<file path="src/rtl/core/scsf_pkg.sv">
`timescale 1ns / 1ps

package scsf_pkg;

   localparam int PATTERN_MAX_DEF = 256;

   localparam int PLEN_W  = 9;
   localparam int REM_W   = PLEN_W + 1;
   localparam int DATA_W  = 32;
   localparam int INDEX_W = 3;

   // divider: four dividend bits per cycle over a 32-bit dividend
   localparam int DIV_BITS  = 4;
   localparam int DIV_STEPS = DATA_W / DIV_BITS;
   localparam int DIV_CNT_W = $clog2(DIV_STEPS);

   typedef enum logic [2:0] {
      PH_IDLE  = 3'd0,
      PH_START = 3'd1,
      PH_WRITE = 3'd2,
      PH_CLOSE = 3'd3,
      PH_FAIL  = 3'd4
   } phase_type;

   typedef enum logic [1:0] {
      M_NEW     = 2'd0,
      M_CONNECT = 2'd1,
      M_SEND    = 2'd2,
      M_CLOSE   = 2'd3
   } method_type;

   localparam logic [2:0] RESP_NEW     = 3'd0;
   localparam logic [2:0] RESP_CONNECT = 3'd1;
   localparam logic [2:0] RESP_SEND    = 3'd2;
   localparam logic [2:0] RESP_CLOSE   = 3'd3;
   localparam logic [2:0] RESP_ERROR   = 3'd4;

   localparam logic OP_TICK = 1'b0;

   typedef enum logic [1:0] {
      WAKE_NONE     = 2'd0,
      WAKE_NOW      = 2'd1,
      WAKE_INTERVAL = 2'd2
   } wake_type;

   typedef enum logic [2:0] {
      ST_TICK       = 3'd0,
      ST_ACCEPTED   = 3'd1,
      ST_STALE      = 3'd2,
      ST_UNEXPECTED = 3'd3,
      ST_FAILED     = 3'd4
   } status_type;

   typedef enum logic [2:0] {
      CSR_SOURCE_PORT  = 3'd0,
      CSR_DEST_ADDRESS = 3'd1,
      CSR_DEST_PORT    = 3'd2,
      CSR_PATTERN_LEN  = 3'd3,
      CSR_TOTAL_BYTES  = 3'd4,
      CSR_CHUNK_MAX    = 3'd5
   } csr_index_type;

   typedef enum logic [1:0] {
      CS_WAIT   = 2'd0,
      CS_DIV    = 2'd1,
      CS_COMMIT = 2'd2
   } ctrl_state_type;

   typedef struct packed {
      logic capture;
      logic div_step;
      logic commit;
   } dp_cmd_type;

   typedef struct packed {
      logic need_div;
      logic out_free;
   } dp_status_type;

endpackage

</file>
<file path="src/rtl/core/stream_connection_sender_fsm.sv">
`timescale 1ns / 1ps

// Client side of a socket request exchange, used as a traffic generator. Each
// input word is a timer tick or a response from the socket layer; each gives
// exactly one result word carrying the request issued (new, connect, send or
// close), the wanted wake-up and the response status. A tick in the writing
// phase with bytes still to send is accepted, runs through the remainder unit
// that forms bytes sent mod pattern length four bits a cycle, then commits;
// any other word is accepted, then commits. Results sit in an output register,
// so the next word is accepted while one waits to be taken. The user must
// write configuration to csr_ only while no word is in flight; not enforced.
module stream_connection_sender_fsm #(
   parameter int PATTERN_MAX = scsf_pkg::PATTERN_MAX_DEF
) (
   input  logic                         clock,
   input  logic                         reset,
   input  logic                         csr_write,
   input  logic [scsf_pkg::INDEX_W-1:0] csr_index,
   input  logic [scsf_pkg::DATA_W-1:0]  csr_data,
   input  logic                         req_valid,
   output logic                         req_stall,
   input  logic                         req_opcode,
   input  logic [2:0]                   req_resp_method,
   input  logic [31:0]                  req_resp_sequence,
   input  logic [7:0]                   req_resp_socket_id,
   output logic                         rsp_valid,
   input  logic                         rsp_stall,
   output logic                         rsp_has_request,
   output logic [1:0]                   rsp_req_method,
   output logic [7:0]                   rsp_req_socket,
   output logic [31:0]                  rsp_req_sequence,
   output logic [7:0]                   rsp_payload_start,
   output logic [15:0]                  rsp_payload_length,
   output logic [15:0]                  rsp_req_src_port,
   output logic [31:0]                  rsp_req_dst_address,
   output logic [15:0]                  rsp_req_dst_port,
   output logic [1:0]                   rsp_wake,
   output logic [2:0]                   rsp_response_status
);

   scsf_pkg::dp_cmd_type    cmd;
   scsf_pkg::dp_status_type status;

   scsf_ctrl u_ctrl (
      .clock     (clock),
      .reset     (reset),
      .req_valid (req_valid),
      .req_stall (req_stall),
      .status    (status),
      .cmd       (cmd)
   );

   scsf_dpath #(
      .PATTERN_MAX (PATTERN_MAX)
   ) u_dpath (
      .clock               (clock),
      .reset               (reset),
      .csr_write           (csr_write),
      .csr_index           (csr_index),
      .csr_data            (csr_data),
      .req_opcode          (req_opcode),
      .req_resp_method     (req_resp_method),
      .req_resp_sequence   (req_resp_sequence),
      .req_resp_socket_id  (req_resp_socket_id),
      .rsp_stall           (rsp_stall),
      .rsp_valid           (rsp_valid),
      .rsp_has_request     (rsp_has_request),
      .rsp_req_method      (rsp_req_method),
      .rsp_req_socket      (rsp_req_socket),
      .rsp_req_sequence    (rsp_req_sequence),
      .rsp_payload_start   (rsp_payload_start),
      .rsp_payload_length  (rsp_payload_length),
      .rsp_req_src_port    (rsp_req_src_port),
      .rsp_req_dst_address (rsp_req_dst_address),
      .rsp_req_dst_port    (rsp_req_dst_port),
      .rsp_wake            (rsp_wake),
      .rsp_response_status (rsp_response_status),
      .cmd                 (cmd),
      .status              (status)
   );

endmodule

</file>
<file path="src/rtl/core/scsf_ctrl.sv">
`timescale 1ns / 1ps

module scsf_ctrl (
   input  logic                   clock,
   input  logic                   reset,
   input  logic                   req_valid,
   output logic                   req_stall,
   input  scsf_pkg::dp_status_type status,
   output scsf_pkg::dp_cmd_type   cmd
);

   scsf_pkg::ctrl_state_type state_ff, state_in;
   logic [scsf_pkg::DIV_CNT_W-1:0] cnt_ff, cnt_in;
   logic                            cnt_last;

   assign cnt_last = (cnt_ff == scsf_pkg::DIV_CNT_W'(scsf_pkg::DIV_STEPS - 1));

   always_ff @(posedge clock) begin
      if (reset) begin
         state_ff <= scsf_pkg::CS_WAIT;
         cnt_ff   <= '0;
      end else begin
         state_ff <= state_in;
         cnt_ff   <= cnt_in;
      end
   end

   always_comb begin
      state_in = state_ff;
      unique case (state_ff)
         scsf_pkg::CS_WAIT: begin
            if (req_valid) begin
               state_in = status.need_div ? scsf_pkg::CS_DIV : scsf_pkg::CS_COMMIT;
            end
         end
         scsf_pkg::CS_DIV: begin
            if (cnt_last) begin
               state_in = scsf_pkg::CS_COMMIT;
            end
         end
         scsf_pkg::CS_COMMIT: begin
            if (status.out_free) begin
               state_in = scsf_pkg::CS_WAIT;
            end
         end
         default: state_in = scsf_pkg::CS_WAIT;
      endcase
   end

   always_comb begin
      req_stall    = 1'b1;
      cmd.capture  = 1'b0;
      cmd.div_step = 1'b0;
      cmd.commit   = 1'b0;
      cnt_in       = cnt_ff;
      unique case (state_ff)
         scsf_pkg::CS_WAIT: begin
            req_stall   = 1'b0;
            cmd.capture = req_valid;
            cnt_in      = '0;
         end
         scsf_pkg::CS_DIV: begin
            cmd.div_step = 1'b1;
            cnt_in       = cnt_ff + 1'b1;
         end
         scsf_pkg::CS_COMMIT: begin
            cmd.commit = status.out_free;
         end
         default: begin
            req_stall = 1'b1;
         end
      endcase
   end

endmodule

</file>
<file path="src/rtl/core/scsf_dpath.sv">
`timescale 1ns / 1ps

module scsf_dpath #(
   parameter int PATTERN_MAX = scsf_pkg::PATTERN_MAX_DEF
) (
   input  logic                          clock,
   input  logic                          reset,
   input  logic                          csr_write,
   input  logic [scsf_pkg::INDEX_W-1:0]  csr_index,
   input  logic [scsf_pkg::DATA_W-1:0]   csr_data,
   input  logic                          req_opcode,
   input  logic [2:0]                    req_resp_method,
   input  logic [31:0]                   req_resp_sequence,
   input  logic [7:0]                    req_resp_socket_id,
   input  logic                          rsp_stall,
   output logic                          rsp_valid,
   output logic                          rsp_has_request,
   output logic [1:0]                    rsp_req_method,
   output logic [7:0]                    rsp_req_socket,
   output logic [31:0]                   rsp_req_sequence,
   output logic [7:0]                    rsp_payload_start,
   output logic [15:0]                   rsp_payload_length,
   output logic [15:0]                   rsp_req_src_port,
   output logic [31:0]                   rsp_req_dst_address,
   output logic [15:0]                   rsp_req_dst_port,
   output logic [1:0]                    rsp_wake,
   output logic [2:0]                    rsp_response_status,
   input  scsf_pkg::dp_cmd_type          cmd,
   output scsf_pkg::dp_status_type       status
);

   // configuration
   logic [15:0]                 src_port_ff;
   logic [31:0]                 dst_addr_ff;
   logic [15:0]                 dst_port_ff;
   logic [scsf_pkg::PLEN_W-1:0] plen_cfg_ff;
   logic [31:0]                 total_ff;
   logic [15:0]                 chunk_ff;

   // connection state
   scsf_pkg::phase_type phase_ff, phase_in;
   logic [31:0]         seq_ff, seq_in;
   logic [7:0]          sock_ff, sock_in;
   logic [31:0]         sent_ff, sent_in;

   // captured word
   logic        op_ff;
   logic [2:0]  meth_ff;
   logic [31:0] rseq_ff;
   logic [7:0]  rsock_ff;

   // divider
   logic [31:0]                 dvd_ff, dvd_in;
   logic [scsf_pkg::REM_W-1:0]  rem_ff, rem_in;
   logic [scsf_pkg::PLEN_W-1:0] plen_min;
   logic [scsf_pkg::PLEN_W-1:0] plen;

   // output register
   logic        valid_ff, valid_in;
   logic        has_ff, has_in;
   logic [1:0]  meth_out_ff, meth_out_in;
   logic [7:0]  sock_out_ff, sock_out_in;
   logic [31:0] seq_out_ff, seq_out_in;
   logic [7:0]  start_ff, start_in;
   logic [15:0] len_ff, len_in;
   logic [15:0] srcp_ff, srcp_in;
   logic [31:0] dsta_ff, dsta_in;
   logic [15:0] dstp_ff, dstp_in;
   logic [1:0]  wake_ff, wake_in;
   logic [2:0]  stat_ff, stat_in;

   logic [31:0] left;
   logic [15:0] cmax;
   logic [15:0] len;

   assign plen_min = (plen_cfg_ff == '0) ? scsf_pkg::PLEN_W'(1) : plen_cfg_ff;
   assign plen     = (32'(plen_min) > 32'(PATTERN_MAX)) ?
                     scsf_pkg::PLEN_W'(PATTERN_MAX) : plen_min;

   assign status = '{
      need_div: (req_opcode == scsf_pkg::OP_TICK) &&
                (phase_ff == scsf_pkg::PH_WRITE) && (sent_ff < total_ff),
      out_free: !valid_ff || !rsp_stall
   };

   always_ff @(posedge clock) begin
      if (reset) begin
         src_port_ff <= '0;
         dst_addr_ff <= '0;
         dst_port_ff <= '0;
         plen_cfg_ff <= scsf_pkg::PLEN_W'(1);
         total_ff    <= '0;
         chunk_ff    <= 16'd1024;
      end else if (csr_write) begin
         unique case (csr_index)
            scsf_pkg::CSR_SOURCE_PORT:  src_port_ff <= csr_data[15:0];
            scsf_pkg::CSR_DEST_ADDRESS: dst_addr_ff <= csr_data;
            scsf_pkg::CSR_DEST_PORT:    dst_port_ff <= csr_data[15:0];
            scsf_pkg::CSR_PATTERN_LEN:  plen_cfg_ff <= csr_data[scsf_pkg::PLEN_W-1:0];
            scsf_pkg::CSR_TOTAL_BYTES:  total_ff    <= csr_data;
            scsf_pkg::CSR_CHUNK_MAX:    chunk_ff    <= csr_data[15:0];
            default: ;
         endcase
      end
   end

   always_ff @(posedge clock) begin
      if (reset) begin
         phase_ff <= scsf_pkg::PH_IDLE;
         seq_ff   <= '0;
         sock_ff  <= '0;
         sent_ff  <= '0;
         valid_ff <= 1'b0;
      end else begin
         phase_ff <= phase_in;
         seq_ff   <= seq_in;
         sock_ff  <= sock_in;
         sent_ff  <= sent_in;
         valid_ff <= valid_in;
      end
   end

   always_ff @(posedge clock) begin
      if (cmd.capture) begin
         op_ff    <= req_opcode;
         meth_ff  <= req_resp_method;
         rseq_ff  <= req_resp_sequence;
         rsock_ff <= req_resp_socket_id;
      end
      dvd_ff <= dvd_in;
      rem_ff <= rem_in;
      if (cmd.commit) begin
         has_ff      <= has_in;
         meth_out_ff <= meth_out_in;
         sock_out_ff <= sock_out_in;
         seq_out_ff  <= seq_out_in;
         start_ff    <= start_in;
         len_ff      <= len_in;
         srcp_ff     <= srcp_in;
         dsta_ff     <= dsta_in;
         dstp_ff     <= dstp_in;
         wake_ff     <= wake_in;
         stat_ff     <= stat_in;
      end
   end

   // restoring remainder, four dividend bits a cycle
   always_comb begin
      logic [scsf_pkg::REM_W-1:0] r;
      logic [scsf_pkg::REM_W-1:0] t;
      logic [31:0]                d;
      r = rem_ff;
      d = dvd_ff;
      for (int i = 0; i < scsf_pkg::DIV_BITS; i++) begin
         t = {r[scsf_pkg::PLEN_W-1:0], d[31]};
         d = {d[30:0], 1'b0};
         if (t >= {1'b0, plen}) begin
            r = t - {1'b0, plen};
         end else begin
            r = t;
         end
      end
      dvd_in = dvd_ff;
      rem_in = rem_ff;
      if (cmd.capture) begin
         dvd_in = sent_ff;
         rem_in = '0;
      end else if (cmd.div_step) begin
         dvd_in = d;
         rem_in = r;
      end
   end

   assign left = total_ff - sent_ff;
   assign cmax = (chunk_ff == '0) ? 16'd1 : chunk_ff;
   assign len  = (left < {16'd0, cmax}) ? left[15:0] : cmax;

   always_comb begin
      phase_in    = phase_ff;
      seq_in      = seq_ff;
      sock_in     = sock_ff;
      sent_in     = sent_ff;
      has_in      = 1'b0;
      meth_out_in = scsf_pkg::M_NEW;
      sock_out_in = '0;
      seq_out_in  = '0;
      start_in    = '0;
      len_in      = '0;
      srcp_in     = '0;
      dsta_in     = '0;
      dstp_in     = '0;
      wake_in     = scsf_pkg::WAKE_NONE;
      stat_in     = scsf_pkg::ST_TICK;

      if (op_ff == scsf_pkg::OP_TICK) begin
         unique case (phase_ff)
            scsf_pkg::PH_IDLE: begin
               seq_in     = seq_ff + 32'd1;
               has_in     = 1'b1;
               seq_out_in = seq_ff + 32'd1;
               srcp_in    = src_port_ff;
            end
            scsf_pkg::PH_START: begin
               seq_in      = seq_ff + 32'd1;
               has_in      = 1'b1;
               meth_out_in = scsf_pkg::M_CONNECT;
               sock_out_in = sock_ff;
               seq_out_in  = seq_ff + 32'd1;
               dsta_in     = dst_addr_ff;
               dstp_in     = dst_port_ff;
            end
            scsf_pkg::PH_WRITE: begin
               has_in      = 1'b1;
               sock_out_in = sock_ff;
               if (sent_ff >= total_ff) begin
                  phase_in    = scsf_pkg::PH_CLOSE;
                  meth_out_in = scsf_pkg::M_CLOSE;
                  seq_out_in  = seq_ff;
               end else begin
                  seq_in      = seq_ff + 32'd1;
                  meth_out_in = scsf_pkg::M_SEND;
                  seq_out_in  = seq_ff + 32'd1;
                  start_in    = rem_ff[7:0];
                  len_in      = len;
                  sent_in     = sent_ff + {16'd0, len};
               end
            end
            scsf_pkg::PH_CLOSE: begin
               seq_in      = seq_ff + 32'd1;
               has_in      = 1'b1;
               meth_out_in = scsf_pkg::M_CLOSE;
               sock_out_in = sock_ff;
               seq_out_in  = seq_ff + 32'd1;
            end
            default: ;
         endcase
      end else if (rseq_ff != seq_ff) begin
         stat_in = scsf_pkg::ST_STALE;
      end else if (meth_ff == scsf_pkg::RESP_ERROR) begin
         if (phase_ff == scsf_pkg::PH_WRITE || phase_ff == scsf_pkg::PH_CLOSE ||
             phase_ff == scsf_pkg::PH_START) begin
            phase_in = (phase_ff == scsf_pkg::PH_CLOSE) ? scsf_pkg::PH_START :
                       scsf_pkg::PH_CLOSE;
            wake_in  = scsf_pkg::WAKE_NOW;
            stat_in  = scsf_pkg::ST_ACCEPTED;
         end else begin
            phase_in = scsf_pkg::PH_FAIL;
            stat_in  = scsf_pkg::ST_FAILED;
         end
      end else if (phase_ff == scsf_pkg::PH_IDLE && meth_ff == scsf_pkg::RESP_NEW) begin
         phase_in = scsf_pkg::PH_START;
         sock_in  = rsock_ff;
         wake_in  = scsf_pkg::WAKE_NOW;
         stat_in  = scsf_pkg::ST_ACCEPTED;
      end else if (phase_ff == scsf_pkg::PH_START && meth_ff == scsf_pkg::RESP_CONNECT) begin
         phase_in = scsf_pkg::PH_WRITE;
         sent_in  = '0;
         wake_in  = scsf_pkg::WAKE_NOW;
         stat_in  = scsf_pkg::ST_ACCEPTED;
      end else if (phase_ff == scsf_pkg::PH_WRITE && meth_ff == scsf_pkg::RESP_SEND) begin
         wake_in = scsf_pkg::WAKE_INTERVAL;
         stat_in = scsf_pkg::ST_ACCEPTED;
      end else if (phase_ff == scsf_pkg::PH_CLOSE && meth_ff == scsf_pkg::RESP_CLOSE) begin
         phase_in = scsf_pkg::PH_START;
         stat_in  = scsf_pkg::ST_ACCEPTED;
      end else begin
         stat_in = scsf_pkg::ST_UNEXPECTED;
      end

      // hold state unless this word commits
      if (!cmd.commit) begin
         phase_in = phase_ff;
         seq_in   = seq_ff;
         sock_in  = sock_ff;
         sent_in  = sent_ff;
      end
   end

   always_comb begin
      if (cmd.commit) begin
         valid_in = 1'b1;
      end else if (!rsp_stall) begin
         valid_in = 1'b0;
      end else begin
         valid_in = valid_ff;
      end
   end

   assign rsp_valid           = valid_ff;
   assign rsp_has_request     = has_ff;
   assign rsp_req_method      = meth_out_ff;
   assign rsp_req_socket      = sock_out_ff;
   assign rsp_req_sequence    = seq_out_ff;
   assign rsp_payload_start   = start_ff;
   assign rsp_payload_length  = len_ff;
   assign rsp_req_src_port    = srcp_ff;
   assign rsp_req_dst_address = dsta_ff;
   assign rsp_req_dst_port    = dstp_ff;
   assign rsp_wake            = wake_ff;
   assign rsp_response_status = stat_ff;

endmodule

</file>
<file path="config.mk">
export PLATFORM = sky130hd
export DESIGN_NAME = stream_connection_sender_fsm
export DESIGN_NICKNAME = d
export VERILOG_FILES = /design/src/rtl/core/scsf_pkg.sv /design/src/rtl/core/stream_connection_sender_fsm.sv /design/src/rtl/core/scsf_ctrl.sv /design/src/rtl/core/scsf_dpath.sv
export SDC_FILE = /design/constraint.sdc
export NUM_CORES = 1
export LEC_CHECK = 0
export ABC_AREA = 0
export BUFFER_PORTS_ARGS = -buffer_cell sky130_fd_sc_hd__buf_4
export CORE_MARGIN = 10
export CORE_UTILIZATION = 42
export CTS_CLUSTER_DIAMETER = 40
export DETAILED_ROUTE_END_ITERATION = 6
export SYNTH_ARGS = -nofsm -noshare
export SYNTH_HDL_FRONTEND = slang
export SYNTH_SLANG_ARGS = --single-unit
</file>
<file path="constraint.sdc">
create_clock -name clock -period 10.6 [get_ports clock]
set_clock_uncertainty 0.15 [all_clocks]
set_input_delay 1.06 -clock clock [delete_from_list [all_inputs] [get_ports clock]]
set_output_delay 1.06 -clock clock [all_outputs]
set_load 0.1 [all_outputs]
</file>
======== Yosys cells after proc, flatten, opt, wreduce, memory -nomap -nowiden ========
Cells that the tools add are included.
W data, S select, Z words.
word-level totals
  register bits ........................... 423
  output and inout bits ................... 138
  input port bits ......................... 84
  logic and storage cells ................. 181
operators by class
  multiplexer cells ....................... 58
  add/sub/neg operators ................... 8
  reduce and logical (&&, ||, !) cells .... 41
  equal/unequal tests ..................... 27
  magnitude comparators ................... 8
  bitwise logic cells ..................... 8
operators with widths
  operator                 count
  $mux W32                 10
  $pmux W32 S2             2
  $mux W9                  6
  $mux W3                  15
  $ge A10 B9 Y1            4
  $sub A9 B9 Y9            4
  $add A32 B1 Y32 const B  1
  $add A32 B16 Y32         1
  $ge A32 B32 Y1           1
  $lt A32 B16 Y1           1
  $lt A32 B32 Y1           1
  $mux W16                 2
  $ne A32 B32 Y1           1
  $sub A32 B32 Y32         1
  $mux W2                  11
  $eq A3 B2 Y1 const B     6
  $logic_not A16 Y1        1
  $eq A3 B3 Y1 const B     4
  $pmux W2 S3              2
  $reduce_and A2 Y1        6
  $ne A2 B2 Y1 const B     5
  $ne A5 B5 Y1 const B     2
  $reduce_bool A2 Y1       5
  $eq A3 B1 Y1 const B     3
  21 further kinds         55

======== Logic depth before layout (Yosys ltp) ========
  word-level depth ........................ 12
  mapped depth ............................ 45

======== Modules after synthesis ========
A second synthesis with hierarchy kept.
unflattened totals
  cell total of the unflattened synthesis .. 2278
  area, all modules ....................... 21958.6 sq um
modules (own cells, without submodules)
  module      times used  area each (sq um)  cells each
  scsf_dpath  1           21684.5            2248
  scsf_ctrl   1           274.0              30

======== Least setup slack after synthesis ========
OpenSTA, ideal clock, no wires.
  kind .................................... register to register
  from .................................... register u_dpath.plen_cfg_ff[4] (netlist name)
  to ...................................... register u_dpath.rem_ff[0] (netlist name)
  arrival ................................. 8618 ps
  stages on the path, launching flop included .. 42
  buffers on the path ..................... 3
  setup time .............................. 95 ps
  data required time ...................... 10355 ps
  slack ................................... 1737 ps
  path through ............................ dfxtp_1 > nor4_1 > a21oi_1 > nor2_1 > ha_1 > inv_1 > fa_1 > a21o_1 > a21oi_1 > o21ai_0 > a21oi_1 > o21bai_2 > mux2_2 > ha_1 > a21o_1 > a21o_1 > a21o_1 > o21a_1 > (+6 left out) > o21ai_0 > nand2b_1 > a221oi_1 > a21oi_1 > nor2_1 > a21boi_0 > fa_1 > nand2_1 > nand2_1 > a21oi_1 > o211ai_1 > o21ai_0 > nand2b_1 > or4_1 > buf_2 > and2_1 > buf_2 > o311ai_1
on the way
  cells in the longest elaborated chain, start to end .. 12
RTL lines
  what                                                   line                                  text
  start, declared                                        scsf_dpath.sv:36                      logic [scsf_pkg::PLEN_W-1:0] plen_cfg_ff;
  start signal, assigned                                 scsf_dpath.sv:91                      plen_cfg_ff <= scsf_pkg::PLEN_W'(1);
  start signal, assigned                                 scsf_dpath.sv:99                      scsf_pkg::CSR_PATTERN_LEN: plen_cfg_ff <= csr_data[scsf_pkg::PLEN_W-1:0];
  $logic_not A9 Y1                                       scsf_dpath.sv:76                      assign plen_min = (plen_cfg_ff == '0) ? scsf_pkg::PLEN_W'(1) : plen_cfg_ff;
  $mux W9 *                                              scsf_dpath.sv:76
  $gt A9 B9 Y1                                           scsf_dpath.sv:77                      assign plen = (32'(plen_min) > 32'(PATTERN_MAX)) ?
  $mux W9 *                                              scsf_dpath.sv:77
  $sub A9 B9 Y9 / $ge A10 B9 Y1 (equally long branches)  scsf_dpath.sv:158, scsf_dpath.sv:157
  $mux W9                                                scsf_dpath.sv:157                     if (t >= {1'b0, plen}) begin
  $sub A9 B9 Y9 / $ge A10 B9 Y1 (equally long branches)  scsf_dpath.sv:158, scsf_dpath.sv:157
  $mux W9                                                scsf_dpath.sv:157
  $sub A9 B9 Y9 / $ge A10 B9 Y1 (equally long branches)  scsf_dpath.sv:158, scsf_dpath.sv:157
  $mux W9                                                scsf_dpath.sv:157
  $ge A10 B9 Y1                                          scsf_dpath.sv:157
  $mux W9 *                                              scsf_dpath.sv:157
  end signal, assigned                                   scsf_dpath.sv:131                     rem_ff <= rem_in;
  end, declared                                          scsf_dpath.sv:54                      logic [scsf_pkg::REM_W-1:0] rem_ff, rem_in;
Every way passes the cells marked *; elsewhere a longest branch is shown, timed or not.
A chain may end at the register's enable or synchronous reset.

======== Worst setup path in the final report ========
  from .................................... register u_dpath.plen_cfg_ff[4] (netlist name)
  to ...................................... register u_dpath.rem_ff[7] (netlist name)
on the way
  cells in the longest elaborated chain, start to end .. 12
RTL lines
  what                                                   line
  $logic_not A9 Y1                                       scsf_dpath.sv:76
  $mux W9 *                                              scsf_dpath.sv:76
  $gt A9 B9 Y1                                           scsf_dpath.sv:77
  $mux W9 *                                              scsf_dpath.sv:77
  $sub A9 B9 Y9 / $ge A10 B9 Y1 (equally long branches)  scsf_dpath.sv:158, scsf_dpath.sv:157
  $mux W9                                                scsf_dpath.sv:157
  $sub A9 B9 Y9 / $ge A10 B9 Y1 (equally long branches)  scsf_dpath.sv:158, scsf_dpath.sv:157
  $mux W9                                                scsf_dpath.sv:157
  $sub A9 B9 Y9 / $ge A10 B9 Y1 (equally long branches)  scsf_dpath.sv:158, scsf_dpath.sv:157
  $mux W9                                                scsf_dpath.sv:157
  $sub A9 B9 Y9 / $ge A10 B9 Y1 (equally long branches)  scsf_dpath.sv:158, scsf_dpath.sv:157
  $mux W9 *                                              scsf_dpath.sv:157
Marked as above.

==> metrics.md <==
| Metric | Value |
|---|---|
| Status | `finished, final reports clean` |
| Diodes inserted | `0` |
| Most common cell on crit path | `a21oi_1` |
| Pwr Density | `207.8 nW/um^2` |
| Vias post-DR | `17010` |
| Hold Buf Count CTS | `0` |
| Synth top area cells | `edfxtp_1 (30%), dfxtp_1 (20%), nand2_1 (6.2%)` |
| Top FF cell, synth | `edfxtp_1` |
| Final RePlAce weighted congestion | `0.8848` |
| Distinct cell type count after synthesis | `79` |
| Asr flop ratio synth | `0` |
| Met1 usage | `0.2405` |
| Critical Path AT | `10.02 ns` |
| Die area | `60830 sq um` |
| Slew Limit Fails | `0` |
| Starting DRT DRC Count | `1167` |
| Post-cts gate resize count | `0` |
| Register area share after synthesis | `0.4909` |
| RSZ-0062 raised after global routing | `false` |
| Total CTS buffers | `71` |
| Post-Syn Area | `21570 sq um` |
| Worst Setup Start Kind | `flip-flop` |
| Initial core utilization | `0.4222` |
| Worst hold slack | `0.2971 ns` |
| Clock Root Buffer | `clkbuf_16` |
| Mean Syn Cell Area | `9.619 sq um` |
| Post-Syn Nets | `2435` |
| Drt drc | `0` |
| VDD IR-drop max | `0.1298 mV` |
| Slew HR | `0.1801` |
| Max-cap violations | `0` |
| Largest net degree at the start of global routing | `107` |
| TritonCTS clock tree | `yes` |
| HP Class | `flip-flop to flip-flop` |
| GRT overflow | `0` |
| Area growth, synth to finish | `21.91%` |
| Drt wl/cell | `18.97 um` |
| Area of the core | `51090 sq um` |
| Met3 Use GR | `0.03465` |
| Drt pass-1 iters | `5` |
| Clk_lat worst skew | `0.60 ns` |
| Final min period | `9.672 ns` |
| Most common cell in the netlist | `nand2_1` |
| Total Power | `0.005466 W` |
| # rows | `83` |
| Critical Path RT | `10.95 ns` |
| P_leak | `10.37 nW` |
| PortBufs | `221` |
| Register bit total from synthesis | `423` |
| Post-synth EDFFs | `212` |
| Finish-stage setup viols | `0` |
| Setup_tns | `0 ns` |
| Die width | `246.6 um` |
| CP max stage delay | `0.59 ns` |
| Leading area contributor after synthesis | `edfxtp_1` |
| Max frequency | `103.4 MHz` |
| Post-synth top cells | `nand2_1 (357), a21oi_1 (240), edfxtp_1 (212)` |
| # H-tree levels | `3` |
| Setup crit end kind | `flip-flop` |
| # IOs | `222` |
| Gr usage total | `0.1936` |
| Vias in the first global route | `16790` |
| Sink Count | `423` |
| Final WL | `60.56 mm` |
| Initial antenna violation count | `2` |
| Crit-path slowest cell | `or4_1` |
| Met2 usage | `0.3293` |
| Final worst path period share | `0.9124` |
| Fraction of layout cells with a size suffix above 1 | `0.1764` |
| First-pass GRT wire length | `93.00 mm` |
| YS warnings | `0` |
| Final HPWL from detailed placement | `43.63 mm` |
| Die span in y | `246.6 um` |
| Setup bufs post-CTS | `0` |
| Clk slew on worst S/H paths | `0.06 ns` |
| Worst-Margin Slew | `1.222 ns` |
| Nets | `2646` |
| GRT busiest layer | `met2` |
| Final Hold Vio Count | `0` |
| Vias per inst | `5.329` |
| # fillers | `4713` |
| Post-Synthesis Cells | `2243` |
| Final Core Density | `0.5148` |
| Max FO, Critical Path | `10` |
| CTS Buffer Depth | `3` |
| Setup CP Type | `flip-flop to flip-flop` |
| Top-area cell type share of the netlist area | `0.2951` |
| Post-route ant nets | `0` |
==> sequential cells by signal (all words and copies together), names as in the netlist, 8 cells and up <==
| name | count |
|---|---|
| u_dpath.total_ff | 32 |
| u_dpath.rsp_payload_start | 8 |
| u_dpath.src_port_ff | 16 |
| u_dpath.dst_addr_ff | 32 |
| u_dpath.sent_ff | 32 |
| u_dpath.sock_ff | 8 |
| u_dpath.plen_cfg_ff | 9 |
| u_dpath.rsp_req_dst_port | 16 |
| u_dpath.rem_ff | 9 |
| u_dpath.dst_port_ff | 16 |
| u_dpath.rseq_ff | 32 |
| u_dpath.seq_ff | 32 |
| u_dpath.rsp_req_dst_address | 32 |
| u_dpath.dvd_ff | 32 |
| u_dpath.rsp_payload_length | 16 |
| u_dpath.rsp_req_src_port | 16 |
| u_dpath.rsock_ff | 8 |
| u_dpath.rsp_req_socket | 8 |
| u_dpath.rsp_req_sequence | 32 |
| u_dpath.chunk_ff | 16 |
==> logic make-up after synthesis <==
kind of cell / count (synthesis) / synth area share
compound gates: 459 / 0.1314
mux: 77 / 0.04013
buf+inv: 197 / 0.03497
fa+ha+maj: 108 / 0.06472
simple gates: 851 / 0.1860
flops: 423 / 0.4909
xor+xnor: 128 / 0.05196
==> power by group <==
part,total [W],internal (W),switching (W)
Combinational,0.00137,0.000504,0.000870
Sequential,0.00180,0.00177,0.0000242
Clock,0.00229,0.00141,0.000882
==> metrics by stage <==
stage	instance area, sq um	setup WS [ns]	instances
CTS	26290	0.7465	3192
global route	26300	0.06897	3192
global placement	23860	0.9632	3061
detailed placement	23860	0.7728	3061
floorplan	21570	1.737	2243
finish	26300	0.9281	3192
==> path summary, 6_finish.rpt <==
check,start,end,slack (ns),cells past startpoint
max,u_dpath.plen_cfg_ff[4],u_dpath.rem_ff[7],0.93,40
min reg2reg,u_dpath.dst_addr_ff[18],u_dpath.dst_addr_ff[18],0.30,2
max reg2reg,u_dpath.plen_cfg_ff[4],u_dpath.rem_ff[7],0.93,40
min,u_dpath.dst_addr_ff[18],u_dpath.dst_addr_ff[18],0.30,2
==> routing by layer <==
layer / vias to the layer above / routed length (um)
li1: 8385 / -
met1: 8120 / 25780
met2: 410 / 29850
met3: 96 / 3114
met4: 0 / 1805
met5: - / 0
==> cells in the final DEF, fill, tap and decap left out, drive strengths merged, types with 45 or more instances in the layout <==
cell / n
a21oi: 240
inv: 114
xor2: 82
and2: 88
dfxtp: 211
nor2: 157
nand2: 358
o21ai: 59
mux2: 52
xnor2: 46
ha: 102
clkbuf: 82
buf: 238
and3: 45
edfxtp: 212
==> critical path: cells and delay by family (launching register included) <==
| family | cells | cell delay (ns) |
|---|---|---|
| simple gates | 10 | 2.28 |
| mux | 3 | 0.94 |
| compound gates | 19 | 3.86 |
| fa+ha+maj | 5 | 1.70 |
| flops | 1 | 0.33 |
| buf+inv | 3 | 0.32 |
==> cell type report <==
class                   instances  area, sq um  area share
clock buffers                  82         1956     0.07435
clock inverters                49        481.7     0.01832
inverters                      97        369.1     0.01403
multi-input cells            1623        10260      0.3902
flip-flops and latches        423        10590      0.4026
well taps                     680        850.8     0.03235
repair buffers                238         1790     0.06807
No activity file was read; power rests on OpenSTA's default activity.
